$ cat config.mk
export PLATFORM = sky130hd
export DESIGN_NAME = ppm_stream_decoder
export DESIGN_NICKNAME = d
export VERILOG_FILES = /design/src/hw/rtl/ppmd_pkg.sv /design/src/hw/rtl/ppmd_div.sv /design/src/hw/rtl/ppmd_dp.sv /design/src/hw/rtl/ppmd_ctrl.sv /design/src/hw/rtl/ppm_stream_decoder.sv
export SDC_FILE = /design/constraint.sdc
export NUM_CORES = 1
export LEC_CHECK = 0
export ABC_AREA = 1
export ABC_CLOCK_PERIOD_IN_PS = 11500
export BUFFER_PORTS_ARGS = -buffer_cell sky130_fd_sc_hd__buf_2
export CORE_MARGIN = 2
export CORE_UTILIZATION = 45
export CTS_CLUSTER_SIZE = 14
export DETAILED_ROUTE_END_ITERATION = 6
export PLACE_DENSITY = 0.61
export SYNTH_ARGS = -nofsm -noshare
export SYNTH_HDL_FRONTEND = slang
export SYNTH_SLANG_ARGS = --single-unit
export TNS_END_PERCENT = 30
$ cat constraint.sdc
create_clock -name clk -period 11.5 [get_ports clk]
set_clock_uncertainty 0.2 [all_clocks]
set_input_delay 1.725 -clock clk [delete_from_list [all_inputs] [get_ports clk]]
set_output_delay 1.725 -clock clk [all_outputs]
set_load 0.005 [all_outputs]
$ cat src/hw/rtl/ppmd_pkg.sv
// PPM stream decoder package: parse phases, controller states, codes,
// command and status structs, and character class helpers.
// No dependencies.
package ppmd_pkg;

	localparam int NUMBER_BITS_DEF = 16;
	localparam int OUT_DATA_W      = 112;

	localparam logic [7:0] CH_P    = 8'h50;
	localparam logic [7:0] CH_2    = 8'h32;
	localparam logic [7:0] CH_3    = 8'h33;
	localparam logic [7:0] CH_6    = 8'h36;
	localparam logic [7:0] CH_HASH = 8'h23;
	localparam logic [7:0] CH_NL   = 8'h0A;

	typedef enum logic [3:0] {
		PH_BEGIN   = 4'd0,
		PH_FORMAT  = 4'd1,
		PH_WIDTH   = 4'd2,
		PH_HEIGHT  = 4'd3,
		PH_MAXVAL  = 4'd4,
		PH_EOL     = 4'd5,
		PH_SKIP    = 4'd6,
		PH_COMMENT = 4'd7,
		PH_PIXSKIP = 4'd8,
		PH_RED     = 4'd9,
		PH_GREEN   = 4'd10,
		PH_BLUE    = 4'd11,
		PH_RAW     = 4'd12
	} phase_t;

	typedef enum logic [1:0] {CS_IDLE, CS_START, CS_WAIT} ctl_state_t;

	typedef enum logic [2:0] {ACC_W, ACC_H, ACC_M, ACC_R, ACC_G, ACC_B} acc_sel_t;

	typedef enum logic [1:0] {
		KIND_HEADER = 2'd0,
		KIND_PIXEL  = 2'd1,
		KIND_STATUS = 2'd2
	} kind_t;

	typedef enum logic [2:0] {
		ST_OK          = 3'd0,
		ST_BAD_HEADER  = 3'd1,
		ST_UNSUPPORTED = 3'd2,
		ST_BAD_PIXEL   = 3'd3,
		ST_TRUNCATED   = 3'd4,
		ST_TOO_LARGE   = 3'd5
	} status_t;

	typedef enum logic [1:0] {FMT_P2 = 2'd0, FMT_P3 = 2'd1, FMT_P6 = 2'd2} fmt_t;

	typedef enum logic [1:0] {PIX_NONE, PIX_RAW, PIX_SCALED} pix_src_t;

	typedef struct packed {
		logic     clear;
		logic     fmt_wr;
		fmt_t     fmt;
		logic     dig_wr;
		acc_sel_t dig_sel;
		logic     raw_wr;
		logic     raw_green;
		logic     emit;
		kind_t    kind;
		status_t  status;
		pix_src_t pix_src;
		logic     div_start;
		logic [1:0] div_ch;
	} dp_cmd_t;

	typedef struct packed {
		logic ovf;
		logic hdr_zero;
		logic pix_last;
		logic div_done;
		logic out_full;
		fmt_t fmt;
	} dp_sts_t;

	function automatic logic is_ws(input logic [7:0] c);
		return (c == 8'd32) || ((c >= 8'd9) && (c <= 8'd13));
	endfunction

	function automatic logic is_dig(input logic [7:0] c);
		return (c >= 8'h30) && (c <= 8'h39);
	endfunction

endpackage

$ cat src/hw/rtl/ppmd_div.sv
// Bit-serial restoring divider for sample scaling: quotient of num*255/den,
// low eight bits. Depends on nothing but its parameter.
module ppmd_div #(
	parameter int NUMBER_BITS = 16
) (
	input  logic                   clk,
	input  logic                   arst_n,
	input  logic                   start,
	input  logic [NUMBER_BITS-1:0] num,
	input  logic [NUMBER_BITS-1:0] den,
	output logic                   done,
	output logic [7:0]             quo
);
	localparam int NW = NUMBER_BITS + 8;
	localparam int CW = $clog2(NW + 1);

	logic                   busy_q, done_q;
	logic [CW-1:0]          cnt_q;
	logic [NW-1:0]          n_q;
	logic [NUMBER_BITS-1:0] rem_q;
	logic [7:0]             q_q;
	logic [NUMBER_BITS:0]   rem_sh, diff;
	logic                   ge;

	assign rem_sh = {rem_q, n_q[NW-1]};
	assign ge     = rem_sh >= {1'b0, den};
	assign diff   = rem_sh - {1'b0, den};

	always_ff @(posedge clk or negedge arst_n) begin
		if (!arst_n) begin
			busy_q <= 1'b0;
			done_q <= 1'b0;
			cnt_q  <= '0;
		end else begin
			done_q <= 1'b0;
			if (start) begin
				busy_q <= 1'b1;
				cnt_q  <= '0;
			end else if (busy_q) begin
				cnt_q <= cnt_q + 1'b1;
				if (cnt_q == CW'(NW - 1)) begin
					busy_q <= 1'b0;
					done_q <= 1'b1;
				end
			end
		end
	end

	always_ff @(posedge clk) begin
		if (start) begin
			n_q   <= {num, 8'd0} - NW'(num);
			rem_q <= '0;
			q_q   <= '0;
		end else if (busy_q) begin
			n_q   <= n_q << 1;
			rem_q <= ge ? diff[NUMBER_BITS-1:0] : rem_sh[NUMBER_BITS-1:0];
			q_q   <= {q_q[6:0], ge};
		end
	end

	assign done = done_q;
	assign quo  = q_q;
endmodule

$ cat src/hw/rtl/ppmd_dp.sv
// Datapath: header values, sample accumulators, pixel counters, scaling
// divider and output register. Depends on ppmd_pkg and ppmd_div.
module ppmd_dp #(
	parameter int NUMBER_BITS = ppmd_pkg::NUMBER_BITS_DEF
) (
	input  logic                              clk,
	input  logic                              arst_n,
	input  logic [7:0]                        in_tdata,
	input  ppmd_pkg::dp_cmd_t                 cmd,
	output ppmd_pkg::dp_sts_t                 sts,
	output logic                              out_tvalid,
	input  logic                              out_tready,
	output logic [ppmd_pkg::OUT_DATA_W-1:0]   out_tdata,
	output logic [1:0]                        out_tuser,
	output logic                              out_tlast
);
	localparam int NB = NUMBER_BITS;

	ppmd_pkg::fmt_t  fmt_q;
	logic [NB-1:0]   w_q, h_q, m_q, r_q, g_q, b_q, col_q, row_q;
	logic [7:0]      sc_r_q, sc_g_q;
	logic [NB-1:0]   acc_cur, col_inc, row_inc, div_num, div_den;
	logic [NB+3:0]   ext, prod;
	logic            wrap, pix_last, div_done;
	logic [7:0]      div_quo;

	ppmd_pkg::kind_t   kind_q;
	ppmd_pkg::status_t status_q;
	logic              valid_q, last_q;
	logic [7:0]        red_q, green_q, blue_q;
	logic [15:0]       ocol_q, orow_q, ow_q, oh_q, om_q;
	logic [1:0]        ofmt_q;

	always_comb begin
		case (cmd.dig_sel)
			ppmd_pkg::ACC_W: acc_cur = w_q;
			ppmd_pkg::ACC_H: acc_cur = h_q;
			ppmd_pkg::ACC_M: acc_cur = m_q;
			ppmd_pkg::ACC_R: acc_cur = r_q;
			ppmd_pkg::ACC_G: acc_cur = g_q;
			ppmd_pkg::ACC_B: acc_cur = b_q;
			default:         acc_cur = w_q;
		endcase
	end

	assign ext      = (NB+4)'(acc_cur);
	assign prod     = (ext << 3) + (ext << 1) + (NB+4)'(in_tdata[3:0]);
	assign col_inc  = col_q + 1'b1;
	assign row_inc  = row_q + 1'b1;
	assign wrap     = col_inc >= w_q;
	assign pix_last = wrap && (row_inc >= h_q);

	always_comb begin
		case (cmd.div_ch)
			2'd0:    div_num = r_q;
			2'd1:    div_num = g_q;
			default: div_num = b_q;
		endcase
	end
	assign div_den = (m_q == '0) ? NB'(1) : m_q;

	ppmd_div #(.NUMBER_BITS(NB)) u_div (
		.clk   (clk),
		.arst_n(arst_n),
		.start (cmd.div_start),
		.num   (div_num),
		.den   (div_den),
		.done  (div_done),
		.quo   (div_quo)
	);

	always_comb begin
		sts.ovf      = |prod[NB+3:NB];
		sts.hdr_zero = (w_q == '0) || (h_q == '0) || (m_q == '0);
		sts.pix_last = pix_last;
		sts.div_done = div_done;
		sts.out_full = valid_q;
		sts.fmt      = fmt_q;
	end

	always_ff @(posedge clk or negedge arst_n) begin
		if (!arst_n) begin
			fmt_q <= ppmd_pkg::FMT_P2;
			w_q   <= '0;
			h_q   <= '0;
			m_q   <= '0;
			r_q   <= '0;
			g_q   <= '0;
			b_q   <= '0;
			col_q <= '0;
			row_q <= '0;
		end else if (cmd.clear) begin
			fmt_q <= ppmd_pkg::FMT_P2;
			w_q   <= '0;
			h_q   <= '0;
			m_q   <= '0;
			r_q   <= '0;
			g_q   <= '0;
			b_q   <= '0;
			col_q <= '0;
			row_q <= '0;
		end else begin
			if (cmd.fmt_wr)
				fmt_q <= cmd.fmt;
			if (cmd.dig_wr) begin
				case (cmd.dig_sel)
					ppmd_pkg::ACC_W: w_q <= prod[NB-1:0];
					ppmd_pkg::ACC_H: h_q <= prod[NB-1:0];
					ppmd_pkg::ACC_M: m_q <= prod[NB-1:0];
					ppmd_pkg::ACC_R: r_q <= prod[NB-1:0];
					ppmd_pkg::ACC_G: g_q <= prod[NB-1:0];
					ppmd_pkg::ACC_B: b_q <= prod[NB-1:0];
					default: ;
				endcase
			end
			if (cmd.raw_wr) begin
				if (cmd.raw_green)
					g_q <= NB'(in_tdata);
				else
					r_q <= NB'(in_tdata);
			end
			if (cmd.emit && (cmd.pix_src != ppmd_pkg::PIX_NONE)) begin
				if (wrap) begin
					col_q <= '0;
					row_q <= row_inc;
				end else begin
					col_q <= col_inc;
				end
			end
			if (cmd.emit && (cmd.pix_src == ppmd_pkg::PIX_SCALED)) begin
				r_q <= '0;
				g_q <= '0;
				b_q <= '0;
			end
		end
	end

	always_ff @(posedge clk) begin
		if (div_done) begin
			case (cmd.div_ch)
				2'd0:    sc_r_q <= div_quo;
				2'd1:    sc_g_q <= div_quo;
				default: ;
			endcase
		end
	end

	always_ff @(posedge clk or negedge arst_n) begin
		if (!arst_n) begin
			valid_q <= 1'b0;
		end else if (cmd.emit) begin
			valid_q <= 1'b1;
		end else if (out_tready) begin
			valid_q <= 1'b0;
		end
	end

	always_ff @(posedge clk) begin
		if (cmd.emit) begin
			kind_q   <= cmd.kind;
			status_q <= cmd.status;
			ow_q     <= 16'(w_q);
			oh_q     <= 16'(h_q);
			om_q     <= 16'(m_q);
			ofmt_q   <= fmt_q;
			case (cmd.pix_src)
				ppmd_pkg::PIX_RAW: begin
					red_q   <= r_q[7:0];
					green_q <= g_q[7:0];
					blue_q  <= in_tdata;
				end
				ppmd_pkg::PIX_SCALED: begin
					red_q   <= sc_r_q;
					green_q <= sc_g_q;
					blue_q  <= div_quo;
				end
				default: begin
					red_q   <= '0;
					green_q <= '0;
					blue_q  <= '0;
				end
			endcase
			if (cmd.pix_src != ppmd_pkg::PIX_NONE) begin
				ocol_q <= 16'(col_q);
				orow_q <= 16'(row_q);
				last_q <= pix_last;
			end else begin
				ocol_q <= '0;
				orow_q <= '0;
				last_q <= 1'b0;
			end
		end
	end

	assign out_tvalid = valid_q;
	assign out_tuser  = kind_q;
	assign out_tlast  = last_q;
	assign out_tdata  = {3'd0, ofmt_q, om_q, oh_q, ow_q, orow_q, ocol_q,
		blue_q, green_q, red_q, status_q};
endmodule

$ cat src/hw/rtl/ppmd_ctrl.sv
// Controller: header and body parse state machine, scaling sequencer and
// input handshake. Depends on ppmd_pkg; drives the datapath by commands.
module ppmd_ctrl (
	input  logic              clk,
	input  logic              arst_n,
	input  logic              in_tvalid,
	output logic              in_tready,
	input  logic [7:0]        in_tdata,
	input  logic              in_tlast,
	input  ppmd_pkg::dp_sts_t sts,
	output ppmd_pkg::dp_cmd_t cmd
);
	ppmd_pkg::phase_t     phase_q, resume_q, phase_d, resume_d, hdr_res, pix_res;
	ppmd_pkg::ctl_state_t state_q, state_d;
	ppmd_pkg::acc_sel_t   tgt;
	ppmd_pkg::status_t    fail_st;
	ppmd_pkg::dp_cmd_t    bc;
	logic                 stopped_q, stop_d, scaled_last;
	logic [1:0]           raw_q, raw_d, ch_q;
	logic                 accept, go_scale, fail_en, hd;

	assign accept    = in_tvalid && in_tready;
	assign in_tready = (state_q == ppmd_pkg::CS_IDLE) && !sts.out_full;

	always_comb begin
		hdr_res = (resume_q inside {[ppmd_pkg::PH_WIDTH:ppmd_pkg::PH_MAXVAL]}) ?
			resume_q : ppmd_pkg::PH_WIDTH;
		pix_res = (resume_q inside {[ppmd_pkg::PH_RED:ppmd_pkg::PH_BLUE]}) ?
			resume_q : ppmd_pkg::PH_RED;
		case (phase_q)
			ppmd_pkg::PH_HEIGHT: tgt = ppmd_pkg::ACC_H;
			ppmd_pkg::PH_MAXVAL: tgt = ppmd_pkg::ACC_M;
			ppmd_pkg::PH_RED:    tgt = ppmd_pkg::ACC_R;
			ppmd_pkg::PH_GREEN:  tgt = ppmd_pkg::ACC_G;
			ppmd_pkg::PH_BLUE:   tgt = ppmd_pkg::ACC_B;
			ppmd_pkg::PH_SKIP: begin
				case (hdr_res)
					ppmd_pkg::PH_HEIGHT: tgt = ppmd_pkg::ACC_H;
					ppmd_pkg::PH_MAXVAL: tgt = ppmd_pkg::ACC_M;
					default:             tgt = ppmd_pkg::ACC_W;
				endcase
			end
			ppmd_pkg::PH_PIXSKIP: begin
				case (pix_res)
					ppmd_pkg::PH_GREEN: tgt = ppmd_pkg::ACC_G;
					ppmd_pkg::PH_BLUE:  tgt = ppmd_pkg::ACC_B;
					default:            tgt = ppmd_pkg::ACC_R;
				endcase
			end
			default: tgt = ppmd_pkg::ACC_W;
		endcase
	end

	always_comb begin
		phase_d  = phase_q;
		resume_d = resume_q;
		stop_d   = stopped_q;
		raw_d    = raw_q;
		go_scale = 1'b0;
		fail_en  = 1'b0;
		fail_st  = ppmd_pkg::ST_BAD_HEADER;
		hd       = 1'b0;
		bc       = '0;
		bc.dig_sel = tgt;
		if (accept && in_tlast) begin
			if (!stopped_q) begin
				bc.emit = 1'b1;
				bc.kind = ppmd_pkg::KIND_STATUS;
				if (phase_q inside {[ppmd_pkg::PH_PIXSKIP:ppmd_pkg::PH_BLUE]})
					bc.status = ppmd_pkg::ST_TRUNCATED;
				else if (phase_q == ppmd_pkg::PH_RAW)
					bc.status = ppmd_pkg::ST_OK;
				else
					bc.status = ppmd_pkg::ST_BAD_HEADER;
			end
			bc.clear = 1'b1;
			phase_d  = ppmd_pkg::PH_BEGIN;
			resume_d = ppmd_pkg::PH_WIDTH;
			stop_d   = 1'b0;
			raw_d    = '0;
		end else if (accept && !stopped_q) begin
			case (phase_q)
				ppmd_pkg::PH_BEGIN: begin
					if (in_tdata != ppmd_pkg::CH_P)
						fail_en = 1'b1;
					else
						phase_d = ppmd_pkg::PH_FORMAT;
				end
				ppmd_pkg::PH_FORMAT: begin
					bc.fmt_wr = 1'b1;
					resume_d  = ppmd_pkg::PH_WIDTH;
					phase_d   = ppmd_pkg::PH_SKIP;
					if (in_tdata == ppmd_pkg::CH_2)
						bc.fmt = ppmd_pkg::FMT_P2;
					else if (in_tdata == ppmd_pkg::CH_3)
						bc.fmt = ppmd_pkg::FMT_P3;
					else if (in_tdata == ppmd_pkg::CH_6)
						bc.fmt = ppmd_pkg::FMT_P6;
					else begin
						bc.fmt_wr = 1'b0;
						phase_d   = phase_q;
						resume_d  = resume_q;
						fail_en   = 1'b1;
					end
				end
				ppmd_pkg::PH_WIDTH, ppmd_pkg::PH_HEIGHT, ppmd_pkg::PH_MAXVAL: begin
					if (ppmd_pkg::is_dig(in_tdata)) begin
						if (sts.ovf) begin
							fail_en = 1'b1;
							fail_st = ppmd_pkg::ST_TOO_LARGE;
						end else begin
							bc.dig_wr = 1'b1;
						end
					end else if (!ppmd_pkg::is_ws(in_tdata)) begin
						fail_en = 1'b1;
					end else if (phase_q == ppmd_pkg::PH_MAXVAL) begin
						if (in_tdata == ppmd_pkg::CH_NL)
							hd = 1'b1;
						else
							phase_d = ppmd_pkg::PH_EOL;
					end else begin
						resume_d = (phase_q == ppmd_pkg::PH_WIDTH) ?
							ppmd_pkg::PH_HEIGHT : ppmd_pkg::PH_MAXVAL;
						phase_d  = ppmd_pkg::PH_SKIP;
					end
				end
				ppmd_pkg::PH_EOL: begin
					if (in_tdata == ppmd_pkg::CH_NL)
						hd = 1'b1;
					else if (!ppmd_pkg::is_ws(in_tdata))
						fail_en = 1'b1;
				end
				ppmd_pkg::PH_SKIP: begin
					if (ppmd_pkg::is_ws(in_tdata)) begin
						phase_d = phase_q;
					end else if (in_tdata == ppmd_pkg::CH_HASH) begin
						phase_d = ppmd_pkg::PH_COMMENT;
					end else if (!ppmd_pkg::is_dig(in_tdata)) begin
						fail_en = 1'b1;
					end else begin
						resume_d = hdr_res;
						phase_d  = hdr_res;
						if (sts.ovf) begin
							fail_en = 1'b1;
							fail_st = ppmd_pkg::ST_TOO_LARGE;
						end else begin
							bc.dig_wr = 1'b1;
						end
					end
				end
				ppmd_pkg::PH_COMMENT: begin
					if (in_tdata == ppmd_pkg::CH_NL)
						phase_d = ppmd_pkg::PH_SKIP;
				end
				ppmd_pkg::PH_PIXSKIP: begin
					if (ppmd_pkg::is_ws(in_tdata)) begin
						phase_d = phase_q;
					end else if (!ppmd_pkg::is_dig(in_tdata)) begin
						fail_en = 1'b1;
						fail_st = ppmd_pkg::ST_BAD_PIXEL;
					end else begin
						resume_d = pix_res;
						phase_d  = pix_res;
						if (sts.ovf) begin
							fail_en = 1'b1;
							fail_st = ppmd_pkg::ST_TOO_LARGE;
						end else begin
							bc.dig_wr = 1'b1;
						end
					end
				end
				ppmd_pkg::PH_RED, ppmd_pkg::PH_GREEN, ppmd_pkg::PH_BLUE: begin
					if (ppmd_pkg::is_dig(in_tdata)) begin
						if (sts.ovf) begin
							fail_en = 1'b1;
							fail_st = ppmd_pkg::ST_TOO_LARGE;
						end else begin
							bc.dig_wr = 1'b1;
						end
					end else if (!ppmd_pkg::is_ws(in_tdata)) begin
						fail_en = 1'b1;
						fail_st = ppmd_pkg::ST_BAD_PIXEL;
					end else if (phase_q == ppmd_pkg::PH_BLUE) begin
						resume_d = ppmd_pkg::PH_RED;
						phase_d  = ppmd_pkg::PH_PIXSKIP;
						go_scale = 1'b1;
					end else begin
						resume_d = (phase_q == ppmd_pkg::PH_RED) ?
							ppmd_pkg::PH_GREEN : ppmd_pkg::PH_BLUE;
						phase_d  = ppmd_pkg::PH_PIXSKIP;
					end
				end
				ppmd_pkg::PH_RAW: begin
					if (raw_q == 2'd0) begin
						bc.raw_wr = 1'b1;
						raw_d     = 2'd1;
					end else if (raw_q == 2'd1) begin
						bc.raw_wr    = 1'b1;
						bc.raw_green = 1'b1;
						raw_d        = 2'd2;
					end else begin
						raw_d      = 2'd0;
						bc.emit    = 1'b1;
						bc.kind    = ppmd_pkg::KIND_PIXEL;
						bc.pix_src = ppmd_pkg::PIX_RAW;
						if (sts.pix_last)
							stop_d = 1'b1;
					end
				end
				default: fail_en = 1'b1;
			endcase
			if (hd) begin
				if (sts.hdr_zero) begin
					fail_en = 1'b1;
				end else if (sts.fmt == ppmd_pkg::FMT_P2) begin
					fail_en = 1'b1;
					fail_st = ppmd_pkg::ST_UNSUPPORTED;
				end else begin
					bc.emit  = 1'b1;
					bc.kind  = ppmd_pkg::KIND_HEADER;
					phase_d  = (sts.fmt == ppmd_pkg::FMT_P6) ?
						ppmd_pkg::PH_RAW : ppmd_pkg::PH_PIXSKIP;
					resume_d = (sts.fmt == ppmd_pkg::FMT_P3) ?
						ppmd_pkg::PH_RED : ppmd_pkg::PH_RAW;
				end
			end
			if (fail_en) begin
				bc.emit   = 1'b1;
				bc.kind   = ppmd_pkg::KIND_STATUS;
				bc.status = fail_st;
				stop_d    = 1'b1;
			end
		end
	end

	always_comb begin
		state_d = state_q;
		case (state_q)
			ppmd_pkg::CS_IDLE:  if (go_scale) state_d = ppmd_pkg::CS_START;
			ppmd_pkg::CS_START: state_d = ppmd_pkg::CS_WAIT;
			ppmd_pkg::CS_WAIT: begin
				if (sts.div_done)
					state_d = (ch_q == 2'd2) ? ppmd_pkg::CS_IDLE : ppmd_pkg::CS_START;
			end
			default: state_d = ppmd_pkg::CS_IDLE;
		endcase
	end

	always_comb begin
		cmd         = bc;
		cmd.div_ch  = ch_q;
		scaled_last = 1'b0;
		case (state_q)
			ppmd_pkg::CS_START: cmd.div_start = 1'b1;
			ppmd_pkg::CS_WAIT: begin
				if (sts.div_done && (ch_q == 2'd2)) begin
					cmd.emit    = 1'b1;
					cmd.kind    = ppmd_pkg::KIND_PIXEL;
					cmd.pix_src = ppmd_pkg::PIX_SCALED;
					scaled_last = sts.pix_last;
				end
			end
			default: ;
		endcase
	end

	always_ff @(posedge clk or negedge arst_n) begin
		if (!arst_n) begin
			phase_q   <= ppmd_pkg::PH_BEGIN;
			resume_q  <= ppmd_pkg::PH_WIDTH;
			stopped_q <= 1'b0;
			raw_q     <= '0;
			state_q   <= ppmd_pkg::CS_IDLE;
			ch_q      <= '0;
		end else begin
			phase_q   <= phase_d;
			resume_q  <= resume_d;
			stopped_q <= stop_d | scaled_last;
			raw_q     <= raw_d;
			state_q   <= state_d;
			if (state_q == ppmd_pkg::CS_IDLE)
				ch_q <= '0;
			else if ((state_q == ppmd_pkg::CS_WAIT) && sts.div_done)
				ch_q <= ch_q + 1'b1;
		end
	end

	a_emit_free: assert property (@(posedge clk) disable iff (!arst_n)
		cmd.emit |-> !sts.out_full)
		else $error("result issued while output register full");

	a_done_wait: assert property (@(posedge clk) disable iff (!arst_n)
		sts.div_done |-> (state_q == ppmd_pkg::CS_WAIT))
		else $error("divider finished outside wait state");

	a_stopped_quiet: assert property (@(posedge clk) disable iff (!arst_n)
		(stopped_q && !(accept && in_tlast)) |-> !cmd.emit)
		else $error("result issued while stopped");

	a_ch_range: assert property (@(posedge clk) disable iff (!arst_n)
		(state_q != ppmd_pkg::CS_IDLE) |-> (ch_q != 2'd3))
		else $error("scaling channel out of range");
endmodule

$ cat src/hw/rtl/ppm_stream_decoder.sv
// PPM stream decoder, top level: joins the parse controller and the datapath.
// Depends on ppmd_pkg, ppmd_ctrl and ppmd_dp.
// One byte is taken per cycle while the output register is empty and no
// scaling is in progress. The byte that closes a P3 pixel starts three
// divisions in turn on one shared bit-serial divider, and no further byte is
// taken until all three are done. P6 pixels and header bytes need no
// division.
module ppm_stream_decoder #(
	parameter int NUMBER_BITS = ppmd_pkg::NUMBER_BITS_DEF
) (
	input  logic                            clk,
	input  logic                            arst_n,
	input  logic                            in_tvalid,
	output logic                            in_tready,
	input  logic [7:0]                      in_tdata,   // data_byte
	input  logic                            in_tlast,
	output logic                            out_tvalid,
	input  logic                            out_tready,
	// status, red, green, blue, column, row, image_width, image_height,
	// max_value, format_code, zero fill
	output logic [ppmd_pkg::OUT_DATA_W-1:0] out_tdata,
	output logic [1:0]                      out_tuser,  // kind
	output logic                            out_tlast
);
	ppmd_pkg::dp_cmd_t cmd;
	ppmd_pkg::dp_sts_t sts;

	ppmd_ctrl u_ctrl (
		.clk      (clk),
		.arst_n   (arst_n),
		.in_tvalid(in_tvalid),
		.in_tready(in_tready),
		.in_tdata (in_tdata),
		.in_tlast (in_tlast),
		.sts      (sts),
		.cmd      (cmd)
	);

	ppmd_dp #(.NUMBER_BITS(NUMBER_BITS)) u_dp (
		.clk       (clk),
		.arst_n    (arst_n),
		.in_tdata  (in_tdata),
		.cmd       (cmd),
		.sts       (sts),
		.out_tvalid(out_tvalid),
		.out_tready(out_tready),
		.out_tdata (out_tdata),
		.out_tuser (out_tuser),
		.out_tlast (out_tlast)
	);
endmodule

==> out/metrics.yaml <==
final_common_cell: "nand2_1"
route.vias.total: 15700
core_sq_um: 40600
outcome: "completed"
min_from: "u_dp.row_q[15]$_DFFE_PN0P_"
clk_latency_ps: 550
syn-cell-area_sq_um: 18500
grtUsageTotal_pct: 27.2
period_minus_slack_ps: 7330
placement.io_buffers: 126
place_congestion: 0.935
antenna_found_initial: 0
cts_resized: 0
slew_headroom_pct: 19.8
dr.pass1.iters: 6
crit_type: "reg -> reg"
cp_top_family: "simple AND/OR/NAND/NOR gates"
period_share_pct: 63.7
critPathMaxStageDelay_ps: 930
maxCapViolations: 0
dieArea_sq_um: 42700
peakVddDrop_mv: 0.0766
start_kind: "flop"
path_clk_slew_ps: 60
finalPower_mw: 2.44
worst_ep_required_time_ps: 11750
num_io_pins: 130
final-hold-violation-count: 0
setup_viol: 0
cp_data_arrival_time_ps: 7580
ctsHoldBuffers: 0
powerDensity_nw_per_um2: 117
finalSetupTns_ps: 0
p_leak_nw: 9.23
worst_slew_pin_slew_ps: 1200
grt-ovfl-total: 0
timing.critical_path.to: "u_dp.g_q[12]$_DFF_PN0_"
synth_edf_count: 152
end_kind: "flop"
clock_sinks: 329
synthFlopType: "edfxtp_1"
htree_levels: 2
initial_utilization_pct: 45.4
synth_area_per_cell_sq_um: 8.43
drv_slew: 0
cts_made_buffers: 38
synth-seq-cells: 329
rsz0062_at_grt: "false"
drc_errors: 0
ys_types: 58
synth_warnings: 0
r2r_slack_ps: 4170
viasPerCell: 5.50
diodes: 0
placementRows: 74
drt_iter0_drc: 1193
root_buffer: "clkbuf_16"
path_buf_inv: 2
dp_slack_ps: 4270
grt_pass1_vias: 15300
wirelength_mm: 57.1
hp-class: "reg -> reg"
placed_cell_area_sq_um: 19600
die_h_um: 207
ys_async_sr_fraction_pct: 46.5
ctsLongestPathBuffers: 3
mostFrequentLayoutCells: "412 x nand2_1, 323 x inv_1, 198 x nor2_1, 157 x o21ai_0"
ant_nets: 0
layout.nets: 2410
syn_inst: 2191
cp.depth: 28
wl_per_cell_um: 20.0
max_freq_ghz: 0.136
final_layout_size_suffix_gt1_share_pct: 9.97
area_growth_pct: 12.6
cts_tree: "yes"
crit_slowest_cell: "nor3_4"
die_w_um: 207
r2r-start: "u_ctrl.phase_q[1]$_DFFE_PN0P_"
grt_max_degree: 84
crit_fanout: 44
crit_top_cell: "nand2_1"
setup_slack_ps: 4170
ys_seq_area_share_pct: 48.1
grt_pass1_wl_mm: 88.1
cts_setup_buffers: 0
r2r_cells: 28
final_area_sq_um: 20800
r2r_end: "u_dp.g_q[12]$_DFF_PN0_"
dp_hpwl_mm: 43.1
crit_start: "u_ctrl.phase_q[1]$_DFFE_PN0P_"
## cell type report
| cell class | instances | area, sq um |
|---|---|---|
| sequential | 329 | 8870 |
| tap | 532 | 666 |
| inverter | 330 | 1240 |
| clock inverter | 17 | 144 |
| clock buffer | 52 | 1070 |
| timing repair buffer | 137 | 719 |
| multi-input combinational | 1461 | 8070 |
| fill | 3912 | 19900 |
## state kept, by name, summed over array words and instances (netlist names), 16 cells and up
register          cells
u_dp.col_q           16
u_dp.om_q            16
u_dp.g_q             16
u_dp.oh_q            16
u_dp.row_q           16
u_dp.h_q             16
u_dp.b_q             16
u_dp.u_div.n_q       24
u_dp.u_div.rem_q     16
u_dp.orow_q          16
u_dp.w_q             16
u_dp.ow_q            16
u_dp.r_q             16
u_dp.ocol_q          16
u_dp.m_q             16
## metrics by stage
step           utilization [%]  hold WS [ps]  cells
3_5_place_dp              48.1           263   2789
4_1_cts                   51.1           277   2858
3_3_place_gp              48.1           256   2789
5_1_grt                   51.1           297   2858
2_1_floorplan                -           242   2193
6_report                  51.1           279   2858
## worst reg2reg max path: cells and delay by family (launching register included)
| kind | cells | cell delay (ps) |
|---|---|---|
| compound gates | 4 | 920 |
| fa+ha+maj | 2 | 980 |
| buf+inv | 2 | 140 |
| flops | 1 | 550 |
| simple gates | 20 | 4440 |
## how the worst min path moves through the flow
stage                     slack [ps]                         end  cells after the start
after floorplan                  240  u_dp.row_q[15]$_DFFE_PN0P_                      2
after global placement           260   u_dp.row_q[3]$_DFFE_PN0P_                      2
after detailed placement         260   u_dp.row_q[3]$_DFFE_PN0P_                      2
after CTS                        280   u_dp.row_q[3]$_DFFE_PN0P_                      2
after global routing             300    u_dp.sc_r_q[1]$_DFFE_PP_                      0
final                            280  u_dp.row_q[15]$_DFFE_PN0P_                      2
## routing by layer
metal | track usage [%] | wire length (um) | vias to the layer above
met1 | 36.8 | 25100 | 7481
met4 | 9.59 | 1980 | 0
met5 | 0 | 0 | -
met2 | 44.2 | 26500 | 503
li1 | - | - | 7600
met3 | 4.63 | 3510 | 122
## cell usage after synthesis, types with 3 or more instances
cell type | count | area share, %
xnor2_1 | 16 | 0.76
a31oi_1 | 9 | 0.30
buf_4 | 5 | 0.20
o221ai_1 | 9 | 0.43
nand4_1 | 17 | 0.58
nand2_1 | 412 | 8.4
o31ai_1 | 4 | 0.16
o22ai_1 | 57 | 1.9
or2_2 | 8 | 0.27
nand2_2 | 9 | 0.30
ha_1 | 97 | 6.6
o21bai_1 | 5 | 0.20
dfxtp_1 | 24 | 2.6
nor3_1 | 44 | 1.2
fa_1 | 3 | 0.33
a21oi_1 | 152 | 4.1
o32ai_1 | 3 | 0.14
o2111ai_1 | 5 | 0.24
inv_1 | 323 | 6.6
a211oi_1 | 7 | 0.28
dfrtp_1 | 152 | 21
o21ai_1 | 27 | 0.73
a2111oi_0 | 16 | 0.76
nor4_1 | 16 | 0.54
nand3b_1 | 3 | 0.12
buf_2 | 13 | 0.35
xor2_1 | 45 | 2.1
inv_2 | 7 | 0.14
a21o_1 | 3 | 0.12
o21ai_0 | 157 | 4.3
o211ai_1 | 23 | 0.94
nand3_1 | 88 | 2.4
nor2_1 | 200 | 4.1
edfxtp_1 | 152 | 25
clkbuf_1 | 54 | 1.1
## cell families after synthesis
kind of cell / Yosys count / synth area share [%]
AO/OA/AOI/OAI: 489 / 15.2
flip-flops: 329 / 48.1
other: 1 / 0.0203
AND/OR/NAND/NOR: 808 / 18.6
buffers and inverters: 403 / 8.38
adder cells (fa/ha/maj): 100 / 6.90
XOR/XNOR: 61 / 2.89
## report_power, final
part	internal, mW	switching [mW]	leakage, nW
registers	1.22	0.0000000000000000178	3.43
clock network	0.700	0.486	0.582
logic	0.00420	0.0252	5.22
No activity file was read; power rests on OpenSTA's default activity.
